===== config.mk =====
export PLATFORM = sky130hd
export DESIGN_NAME = sha1_message_digest_flat
export DESIGN_NICKNAME = d
export VERILOG_FILES = /design/src/design/sha1_pkg.sv /design/src/design/sha1_req_if.sv /design/src/design/sha1_dig_if.sv /design/src/design/sha1_message_digest.sv /design/src/design/sha1_core.sv /design/src/flat_wrapper.sv
export VERILOG_INCLUDE_DIRS = /design/src /design/src/design
export SDC_FILE = /design/constraint.sdc
export NUM_CORES = 2
export LEC_CHECK = 0
export BUFFER_PORTS_ARGS = -buffer_cell sky130_fd_sc_hd__buf_4
export CORE_UTILIZATION = 69
export CTS_CLUSTER_SIZE = 24
export DETAILED_ROUTE_END_ITERATION = 8
export PLACE_DENSITY = 0.86
export SLEW_MARGIN = 20
export SYNTH_ARGS = -nofsm -noshare
export SYNTH_HDL_FRONTEND = slang
export SYNTH_SLANG_ARGS = --single-unit

===== constraint.sdc =====
create_clock -name clk_i -period 28.7 [get_ports clk_i]
set_input_delay 5.74 -clock clk_i [delete_from_list [all_inputs] [get_ports clk_i]]
set_output_delay 5.74 -clock clk_i [all_outputs]
set_load 0.02 [all_outputs]

===== src/design/sha1_message_digest_defines.svh =====
// ----------------------------------------------------------------------------
// SHA-1 digest assertion macros
// Shared concurrent assertion helpers, sampled on clk_i and quiet in reset.
// ----------------------------------------------------------------------------
`ifndef SHA1_MESSAGE_DIGEST_DEFINES_SVH
`define SHA1_MESSAGE_DIGEST_DEFINES_SVH

`ifndef NO_ASSERTIONS
// property holds at every edge outside reset
`define SHA1_ASSERT(lbl, prop, msg) \
  lbl: assert property (@(posedge clk_i) disable iff (!rst_ni) (prop)) else $error(msg);
// consequent holds in the cycle after the antecedent
`define SHA1_ASSERT_NEXT(lbl, ante, cons, msg) \
  lbl: assert property (@(posedge clk_i) disable iff (!rst_ni) (ante) |=> (cons)) \
    else $error(msg);
`else
`define SHA1_ASSERT(lbl, prop, msg)
`define SHA1_ASSERT_NEXT(lbl, ante, cons, msg)
`endif

`endif


===== src/design/sha1_pkg.sv =====
// ----------------------------------------------------------------------------
// SHA-1 digest package
// Types, constants and small helper functions shared by the SHA-1 modules.
// ----------------------------------------------------------------------------
`default_nettype none

package sha1_pkg;

  localparam int WORDS       = 5;
  localparam int BLOCK_WORDS = 16;
  localparam int ROUNDS      = 80;

  typedef logic [31:0]                  word_t;
  typedef logic [WORDS-1:0][31:0]       chain_t;
  typedef logic [BLOCK_WORDS-1:0][31:0] block_t;

  // request kinds
  localparam logic [1:0] KIND_BYTE = 2'd0;
  localparam logic [1:0] KIND_LAST = 2'd1;
  localparam logic [1:0] KIND_END  = 2'd2;

  localparam logic [7:0] PAD_MARK     = 8'h80;
  localparam logic [5:0] LEN_BYTE_POS = 6'd56;

  typedef enum logic [2:0] {
    ST_IDLE,
    ST_PAD_MARK,
    ST_PAD_ZERO,
    ST_PAD_LEN,
    ST_WAIT
  } state_e;

  // sequencer to compression unit
  typedef struct packed {
    logic start;
    logic init_chain;
  } core_ctrl_t;

  // initial chaining value, word 0 is h0
  function automatic chain_t chain_init();
    chain_t c;
    c[0] = 32'h67452301;
    c[1] = 32'hEFCDAB89;
    c[2] = 32'h98BADCFE;
    c[3] = 32'h10325476;
    c[4] = 32'hC3D2E1F0;
    return c;
  endfunction

  // round constant per group of twenty rounds
  function automatic word_t round_const(input logic [1:0] grp);
    word_t k;
    unique case (grp)
      2'd0:    k = 32'h5A827999;
      2'd1:    k = 32'h6ED9EBA1;
      2'd2:    k = 32'h8F1BBCDC;
      default: k = 32'hCA62C1D6;
    endcase
    return k;
  endfunction

endpackage

`default_nettype wire


===== src/design/sha1_req_if.sv =====
// ----------------------------------------------------------------------------
// SHA-1 request channel
// Valid/ready channel carrying one message byte or an end marker.
// ----------------------------------------------------------------------------
`default_nettype none

interface sha1_req_if;
  logic       valid;
  logic       ready;
  logic [1:0] kind;
  logic [7:0] data_byte;

  modport source (output valid, output kind, output data_byte, input ready);
  modport sink   (input valid, input kind, input data_byte, output ready);
endinterface

`default_nettype wire


===== src/design/sha1_dig_if.sv =====
// ----------------------------------------------------------------------------
// SHA-1 digest channel
// Valid/ready channel carrying one 32-bit word of the digest.
// ----------------------------------------------------------------------------
`default_nettype none

interface sha1_dig_if;
  logic        valid;
  logic        ready;
  logic [31:0] digest_word;
  logic [2:0]  word_index;
  logic        last_word;

  modport source (output valid, output digest_word, output word_index, output last_word,
                  input ready);
  modport sink   (input valid, input digest_word, input word_index, input last_word,
                  output ready);
endinterface

`default_nettype wire


===== src/design/sha1_message_digest.sv =====
// ----------------------------------------------------------------------------
// SHA-1 message digest
// Byte-stream SHA-1 with padding, length append and word-serial digest out.
// ----------------------------------------------------------------------------
// Message bytes are taken one per cycle and packed big-endian into a 64-byte
// block line. A full block is handed to the compression unit, which runs 80
// rounds on one round datapath and then the chaining add; bytes of the next
// block keep flowing meanwhile. The request channel stalls while a message
// end is padded and its digest loaded, and when a block fills before the
// previous compression is done; the filling byte is taken once the unit is
// no longer busy. At the end of a message the sequencer inserts 0x80, zeros
// and the 8-byte bit length at one byte per cycle, stalling alike on a full
// block and pausing in the zero fill at the length slot (one or two more
// compressions), waits for the last block and a free output stage, and
// loads the five digest words, h0 first, into an output stage that drains
// independently while the next message is taken. No clearing pass after reset.
`default_nettype none
`include "sha1_message_digest_defines.svh"

module sha1_message_digest (
  input  wire          clk_i,
  input  wire          rst_ni,
  sha1_req_if.sink     req_i,
  sha1_dig_if.source   dig_o
);

  sha1_pkg::state_e     state_q, state_d;
  sha1_pkg::block_t     buf_q, buf_d;
  logic [5:0]           byte_cnt_q, byte_cnt_d;
  logic [63:0]          bit_cnt_q, bit_cnt_d;
  logic [2:0]           len_cnt_q, len_cnt_d;
  sha1_pkg::chain_t     out_q, out_d;
  logic [2:0]           out_idx_q, out_idx_d;
  logic                 out_busy_q, out_busy_d;

  logic                 push, push_ok, snap;
  logic [7:0]           push_byte;
  logic                 core_busy;
  sha1_pkg::chain_t     chain;
  sha1_pkg::core_ctrl_t core_ctrl;
  logic [519:0]         shifted;

  // a push that fills the block needs the compression unit free
  assign push_ok = !((byte_cnt_q == 6'd63) && core_busy);

  // sequencer: request intake and padding
  always_comb begin
    state_d   = state_q;
    bit_cnt_d = bit_cnt_q;
    len_cnt_d = len_cnt_q;
    push      = 1'b0;
    push_byte = 8'h00;
    snap      = 1'b0;
    req_i.ready = 1'b0;
    unique case (state_q)
      sha1_pkg::ST_IDLE: begin
        req_i.ready = push_ok;
        if (req_i.valid && push_ok) begin
          if (req_i.kind == sha1_pkg::KIND_BYTE || req_i.kind == sha1_pkg::KIND_LAST) begin
            push      = 1'b1;
            push_byte = req_i.data_byte;
            bit_cnt_d = bit_cnt_q + 64'd8;
          end
          if (req_i.kind == sha1_pkg::KIND_LAST || req_i.kind == sha1_pkg::KIND_END) begin
            state_d = sha1_pkg::ST_PAD_MARK;
          end
        end
      end
      sha1_pkg::ST_PAD_MARK: begin
        if (push_ok) begin
          push      = 1'b1;
          push_byte = sha1_pkg::PAD_MARK;
          state_d   = sha1_pkg::ST_PAD_ZERO;
        end
      end
      sha1_pkg::ST_PAD_ZERO: begin
        // zero fill, wrapping through a full block when past the length slot
        if (byte_cnt_q == sha1_pkg::LEN_BYTE_POS) begin
          len_cnt_d = '0;
          state_d   = sha1_pkg::ST_PAD_LEN;
        end else if (push_ok) begin
          push = 1'b1;
        end
      end
      sha1_pkg::ST_PAD_LEN: begin
        // length bytes, most significant first; count ends cleared
        if (push_ok) begin
          push      = 1'b1;
          push_byte = bit_cnt_q[63:56];
          bit_cnt_d = {bit_cnt_q[55:0], 8'h00};
          len_cnt_d = len_cnt_q + 3'd1;
          if (len_cnt_q == 3'd7) begin
            state_d = sha1_pkg::ST_WAIT;
          end
        end
      end
      sha1_pkg::ST_WAIT: begin
        if (!core_busy && !out_busy_q) begin
          snap    = 1'b1;
          state_d = sha1_pkg::ST_IDLE;
        end
      end
      default: begin
        state_d = sha1_pkg::ST_IDLE;
      end
    endcase
  end

  // block packing
  assign shifted = {buf_q, push_byte};
  always_comb begin
    buf_d      = buf_q;
    byte_cnt_d = byte_cnt_q;
    if (push) begin
      buf_d      = shifted[511:0];
      byte_cnt_d = byte_cnt_q + 6'd1;
    end
  end

  assign core_ctrl.start      = push && (byte_cnt_q == 6'd63);
  assign core_ctrl.init_chain = snap;

  sha1_core u_core (
    .clk_i  (clk_i),
    .rst_ni (rst_ni),
    .ctrl_i (core_ctrl),
    .block_i(buf_d),
    .busy_o (core_busy),
    .chain_o(chain)
  );

  // digest output stage
  always_comb begin
    out_d      = out_q;
    out_idx_d  = out_idx_q;
    out_busy_d = out_busy_q;
    if (snap) begin
      out_d      = chain;
      out_idx_d  = '0;
      out_busy_d = 1'b1;
    end else if (out_busy_q && dig_o.ready) begin
      out_d      = out_q >> 32;
      out_idx_d  = out_idx_q + 3'd1;
      out_busy_d = (out_idx_q != 3'd4);
    end
  end

  assign dig_o.valid       = out_busy_q;
  assign dig_o.digest_word = out_q[0];
  assign dig_o.word_index  = out_idx_q;
  assign dig_o.last_word   = (out_idx_q == 3'd4);

  always_ff @(posedge clk_i or negedge rst_ni) begin
    if (!rst_ni) begin
      state_q    <= sha1_pkg::ST_IDLE;
      byte_cnt_q <= '0;
      bit_cnt_q  <= '0;
      len_cnt_q  <= '0;
      out_idx_q  <= '0;
      out_busy_q <= 1'b0;
    end else begin
      state_q    <= state_d;
      byte_cnt_q <= byte_cnt_d;
      bit_cnt_q  <= bit_cnt_d;
      len_cnt_q  <= len_cnt_d;
      out_idx_q  <= out_idx_d;
      out_busy_q <= out_busy_d;
    end
  end

  // payload, no reset
  always_ff @(posedge clk_i) begin
    buf_q <= buf_d;
    out_q <= out_d;
  end

  `SHA1_ASSERT(a_out_idx, out_busy_q |-> (out_idx_q <= 3'd4), "digest index out of range")
  `SHA1_ASSERT(a_fill_free, (push && (byte_cnt_q == 6'd63)) |-> !core_busy,
               "block filled while compressing")
  `SHA1_ASSERT_NEXT(a_snap_out, snap, out_busy_q && (out_idx_q == 3'd0),
                    "digest not presented after capture")

endmodule

`default_nettype wire


===== src/design/sha1_core.sv =====
// ----------------------------------------------------------------------------
// SHA-1 compression unit
// One round per cycle on a shared round datapath, 80 rounds, then the
// chaining add. The message schedule runs in a 16-word shift line.
// ----------------------------------------------------------------------------
`default_nettype none
`include "sha1_message_digest_defines.svh"

module sha1_core (
  input  wire                  clk_i,
  input  wire                  rst_ni,
  input  sha1_pkg::core_ctrl_t ctrl_i,
  input  sha1_pkg::block_t     block_i,
  output logic                 busy_o,
  output sha1_pkg::chain_t     chain_o
);

  localparam logic [6:0] LAST_ROUND = 7'(sha1_pkg::ROUNDS);

  sha1_pkg::chain_t chain_q, chain_d;
  sha1_pkg::chain_t work_q, work_d;
  sha1_pkg::word_t  win_q [sha1_pkg::BLOCK_WORDS];
  sha1_pkg::word_t  win_d [sha1_pkg::BLOCK_WORDS];
  logic [6:0]       round_q, round_d;
  logic             busy_q, busy_d;

  logic [1:0]       grp;
  sha1_pkg::word_t  f_val, t_val, w_new, w_mix;

  // round group select
  always_comb begin
    priority if (round_q < 7'd20) begin
      grp = 2'd0;
    end else if (round_q < 7'd40) begin
      grp = 2'd1;
    end else if (round_q < 7'd60) begin
      grp = 2'd2;
    end else begin
      grp = 2'd3;
    end
  end

  // round datapath: a=work[0] .. e=work[4]
  always_comb begin
    unique case (grp)
      2'd0:    f_val = (work_q[1] & work_q[2]) | (~work_q[1] & work_q[3]);
      2'd2:    f_val = (work_q[1] & work_q[2]) | (work_q[1] & work_q[3]) |
                       (work_q[2] & work_q[3]);
      default: f_val = work_q[1] ^ work_q[2] ^ work_q[3];
    endcase
    t_val = {work_q[0][26:0], work_q[0][31:27]} + f_val + work_q[4] +
            sha1_pkg::round_const(grp) + win_q[0];
    w_mix = win_q[13] ^ win_q[8] ^ win_q[2] ^ win_q[0];
    w_new = {w_mix[30:0], w_mix[31]};
  end

  // sequencing of load, rounds and chaining add
  always_comb begin
    chain_d = chain_q;
    work_d  = work_q;
    win_d   = win_q;
    round_d = round_q;
    busy_d  = busy_q;
    if (ctrl_i.init_chain) begin
      chain_d = sha1_pkg::chain_init();
    end else if (!busy_q && ctrl_i.start) begin
      work_d  = chain_q;
      for (int j = 0; j < sha1_pkg::BLOCK_WORDS; j++) begin
        win_d[j] = block_i[sha1_pkg::BLOCK_WORDS-1-j];
      end
      round_d = '0;
      busy_d  = 1'b1;
    end else if (busy_q) begin
      if (round_q == LAST_ROUND) begin
        for (int j = 0; j < sha1_pkg::WORDS; j++) begin
          chain_d[j] = chain_q[j] + work_q[j];
        end
        round_d = '0;
        busy_d  = 1'b0;
      end else begin
        work_d[4] = work_q[3];
        work_d[3] = work_q[2];
        work_d[2] = {work_q[1][1:0], work_q[1][31:2]};
        work_d[1] = work_q[0];
        work_d[0] = t_val;
        for (int j = 0; j < sha1_pkg::BLOCK_WORDS-1; j++) begin
          win_d[j] = win_q[j+1];
        end
        win_d[sha1_pkg::BLOCK_WORDS-1] = w_new;
        round_d = round_q + 7'd1;
      end
    end
  end

  always_ff @(posedge clk_i or negedge rst_ni) begin
    if (!rst_ni) begin
      chain_q <= sha1_pkg::chain_init();
      work_q  <= '0;
      round_q <= '0;
      busy_q  <= 1'b0;
    end else begin
      chain_q <= chain_d;
      work_q  <= work_d;
      round_q <= round_d;
      busy_q  <= busy_d;
    end
  end

  // schedule window, no reset
  always_ff @(posedge clk_i) begin
    win_q <= win_d;
  end

  assign busy_o  = busy_q;
  assign chain_o = chain_q;

  `SHA1_ASSERT(a_round_range, round_q <= LAST_ROUND, "round counter past last round")
  `SHA1_ASSERT(a_round_idle, (round_q != 7'd0) |-> busy_q, "round count while idle")
  `SHA1_ASSERT(a_start_idle, !(ctrl_i.start && busy_q), "block start while compressing")
  `SHA1_ASSERT_NEXT(a_finish, busy_q && (round_q == LAST_ROUND), !busy_q,
                    "compression did not finish after last round")

endmodule

`default_nettype wire


===== src/flat_wrapper.sv =====
// flat-port wrapper written by rule: the top's interface ports become plain ports
module sha1_message_digest_flat 
  (clk_i, rst_ni, req_i_valid, req_i_kind, req_i_data_byte, req_i_ready, dig_o_valid, dig_o_digest_word, dig_o_word_index, dig_o_last_word, dig_o_ready);
  sha1_req_if req_i_i ();
  sha1_dig_if dig_o_i ();
  input  wire clk_i;
  input  wire rst_ni;
  input wire logic [$bits(req_i_i.valid)-1:0] req_i_valid;
  input wire logic [$bits(req_i_i.kind)-1:0] req_i_kind;
  input wire logic [$bits(req_i_i.data_byte)-1:0] req_i_data_byte;
  output wire logic [$bits(req_i_i.ready)-1:0] req_i_ready;
  output wire logic [$bits(dig_o_i.valid)-1:0] dig_o_valid;
  output wire logic [$bits(dig_o_i.digest_word)-1:0] dig_o_digest_word;
  output wire logic [$bits(dig_o_i.word_index)-1:0] dig_o_word_index;
  output wire logic [$bits(dig_o_i.last_word)-1:0] dig_o_last_word;
  input wire logic [$bits(dig_o_i.ready)-1:0] dig_o_ready;
  assign req_i_i.valid = req_i_valid;
  assign req_i_i.kind = req_i_kind;
  assign req_i_i.data_byte = req_i_data_byte;
  assign req_i_ready = req_i_i.ready;
  assign dig_o_valid = dig_o_i.valid;
  assign dig_o_digest_word = dig_o_i.digest_word;
  assign dig_o_word_index = dig_o_i.word_index;
  assign dig_o_last_word = dig_o_i.last_word;
  assign dig_o_i.ready = dig_o_ready;
  sha1_message_digest u_core (.clk_i(clk_i), .rst_ni(rst_ni), .req_i(req_i_i), .dig_o(dig_o_i));
endmodule

==> metrics.cfg <==
[drt]
dr_total_vias=57000
viasPerCell=6.186
drtPass1Iterations=8
avgRoutedWirePerCell_um=20.78
drc=0
final_antenna_net_count=0
drt_wl_total_um=191400
initialDrtViolationCount=6427

[timing]
holdWs_ns=0.4360
tns_ns=0
hold_viol=0
worstMarginPinSlew_ns=1.138
period_share_pct=38.18
setup_violations=0
fin_crit_ns=10.96
fin_skew_ns=0.04860
slew_viol_final=0
max_freq_mhz=91.27
slew_headroom_pct=24.14
rsz0062_at_grt=false

[placed_design]
portBuffers=51
hpwl_um=121500
gp_congestion=0.9723
placed_area_mm2=0.07767

[cts]
clockBufferDepth=3
htreeDepth=4
clkLatencyLatePin_ns=0.80
cts_tree=built
cts.clk_slew.worst_paths_ns=0.06
cts_resized=0
cts_buffers=157
ctsHoldBuffers=0
cts_sinks=1589
cts-root-buf=clkbuf_16
post_cts_buffers=0

[global_route]
grt_pass1_vias=55460
grt_max_degree=229
grt.overflow.total=0
grt_usage_pct=33.83
antenna_found_initial=6
grt_pass1_wl_um=300100

[critical_path]
critPathKind=in -> reg
critPathSlowestCell=buf_4
path_cells=buf_4 -> inv_1 -> ha_1 -> o21ai_0 -> mux2i_1 -> o21ai_4 -> buf_4 -> nor3_2 -> buf_4 -> buf_4 -> buf_4 -> buf_4 -> mux2_2
slowest_delay_ns=0.91
critPathMaxFanout=94
worstPathRequired_ns=29.22
arrival_ns=11.48
crit_path_frequent_cell=buf_4
cp-start-kind=primary input
cp-end-kind=flop

[yosys]
avgSynthCellArea_um2=9.885
synthCells=7758
yosysWarnings=0
syn-cell-area_mm2=0.07669
synth-main-ff-cell=edfxtp_1
async_flop_share_pct=25.49
ys_types=89
ys_ff_latch=1589
synth_edf_count=672
synth_seq_area_share_pct=53.03
syn_nets=8106

[floorplanning]
rows=121
fp.dieW_um=335.4
start_util_pct=70.06
fp.coreArea_mm2=0.1095
die_area_mm2=0.1125
ios=52
die_y_um=335.4

[cells_and_area]
syn_to_final_growth_pct=8.151
drive_above_1_share_pct=12.24
stdcell_area_mm2=0.08294
fin_nets=7947

[worst_hold_path]
hp-class=reg -> reg

[flow_run]
maxCapViolCount=0

[outcome]
status=completed

[stage by stage]
step	instances	util, %	worst slack [ns]
floorplan	7758	-	6.540
CTS	9210	75.73	17.70
detailed placement	8915	70.96	16.89
global route	9214	75.77	17.43
finish	9214	75.77	17.74
global placement	8915	70.96	16.96
[Yosys cell counts (10+ instances only)]
| master | number | area (um2) |
|---|---|---|
| mux2_2 | 482 | 5428 |
| nand3_1 | 156 | 780.8 |
| mux2i_1 | 42 | 420.4 |
| buf_1 | 31 | 116.4 |
| inv_1 | 297 | 1115 |
| xnor2_1 | 179 | 1568 |
| clkbuf_1 | 295 | 1107 |
| o21a_1 | 31 | 232.7 |
| a21oi_1 | 294 | 1471 |
| fa_1 | 125 | 2502 |
| ha_1 | 209 | 2615 |
| buf_4 | 32 | 240.2 |
| and2_1 | 47 | 294.0 |
| nor2b_1 | 17 | 106.4 |
| a21o_1 | 80 | 600.6 |
| o21ai_0 | 353 | 1767 |
| buf_2 | 66 | 330.3 |
| or3_1 | 10 | 62.56 |
| o31ai_1 | 18 | 135.1 |
| o22ai_1 | 57 | 356.6 |
| dfrtp_1 | 325 | 8133 |
| a22oi_1 | 11 | 82.58 |
| o21bai_1 | 26 | 195.2 |
| nand2b_1 | 36 | 225.2 |
| edfxtp_1 | 672 | 20180 |
| nand4_1 | 20 | 125.1 |
| o211ai_1 | 11 | 82.58 |
| dfxtp_1 | 512 | 10250 |
| nor3_1 | 73 | 365.4 |
| dfstp_2 | 80 | 2102 |
| nor2_1 | 299 | 1122 |
| a211oi_1 | 22 | 165.2 |
| a31oi_1 | 156 | 975.9 |
| and3_1 | 38 | 237.7 |
| xor2_1 | 91 | 797.0 |
| nand2_1 | 2418 | 9076 |
[placed cells by master, fill, tap and decap left out, types with 158 or more instances in the layout]
master | Yosys | layout
nand2_1 | 2418 | 2414
dfrtp_1 | 325 | 325
o21ai_0 | 353 | 352
nor2_1 | 299 | 297
edfxtp_1 | 672 | 672
xnor2_1 | 179 | 179
dfxtp_1 | 512 | 512
inv_1 | 297 | 297
mux2_2 | 482 | 482
ha_1 | 209 | 209
a21oi_1 | 294 | 294
clkbuf_16 | 0 | 158
[routing by layer]
metal / track usage [%] / share of wire (%) / up-vias
li1: - / - / 26030
met1: 44.53 / 39 / 27750
met2: 54.21 / 47 / 2658
met3: 7.034 / 9.2 / 557
met4: 15.23 / 4.6 / 4
met5: 0 / 0.016 / -
[path summary, 6_finish.rpt]
kind	start	endpoint	slack, ns	cells after the start
max	req_i_kind[1]	u_core.u_core.win_q[188]	17.74	13
min	u_core.buf_q[307]	u_core.buf_q[315]	0.44	2
max reg2reg	u_core.u_core.round_q[5]	u_core.u_core.work_q[31]	21.45	23
min reg2reg	u_core.buf_q[307]	u_core.buf_q[315]	0.44	2
max in group asynchronous	rst_ni	u_core.len_cnt_q[2]	20.25	4
min in group asynchronous	rst_ni	u_core.u_core.chain_o[77]	5.00	1
[state kept, by name, indices dropped and copies added (netlist names)]
| signal | count |
|---|---|
| u_core.u_core.round_q | 7 |
| u_core.buf_q | 512 |
| u_core.u_core.work_q | 160 |
| u_core.out_q | 128 |
| u_core.bit_cnt_q | 61 |
| u_core.byte_cnt_q | 6 |
| u_core.u_core.chain_o | 160 |
| u_core.dig_o.digest_word | 32 |
| u_core.len_cnt_q | 3 |
| u_core.u_core.win_q | 512 |
| u_core.u_core.busy_o | 1 |
| u_core.state_q | 3 |
| u_core.dig_o.word_index | 3 |
| u_core.dig_o.valid | 1 |
[critical path, delay by kind of cell]
family                   cells  cell delay (ns)
AO/OA/AOI/OAI                2             0.36
multiplexers                 2             0.87
buffers and inverters        7             3.87
AND/OR/NAND/NOR              1             0.30
adder cells (fa/ha/maj)      1             0.13
[final cells by class]
cell class / instances / area, um2
well taps: 1476 / 1847
clock buffers: 227 / 4363
repair buffers: 107 / 868.3
fillers: 6698 / 26520
inverters: 299 / 1135
flip-flops and latches: 1589 / 40660
clock inverters: 68 / 854.6
diodes: 3 / 7.507
multi-input cells: 5445 / 33200
[cells by family (layout without fill, tap and decap cells)]
group | after synthesis | count (layout) | share of synthesized area (%)
compound gates | 1169 | 1169 | 9.272
xor+xnor | 270 | 270 | 3.084
fa+ha+maj | 335 | 335 | 6.686
buf+inv | 724 | 701 | 3.810
flops | 1589 | 1589 | 53.03
mux | 524 | 524 | 7.626
other cells | 0 | 3 | 0
simple gates | 3147 | 3147 | 16.50
Power is left out: the tool's default activity adds up to more than one toggle a clock period on the data nets, which glitch-free logic cannot reach.
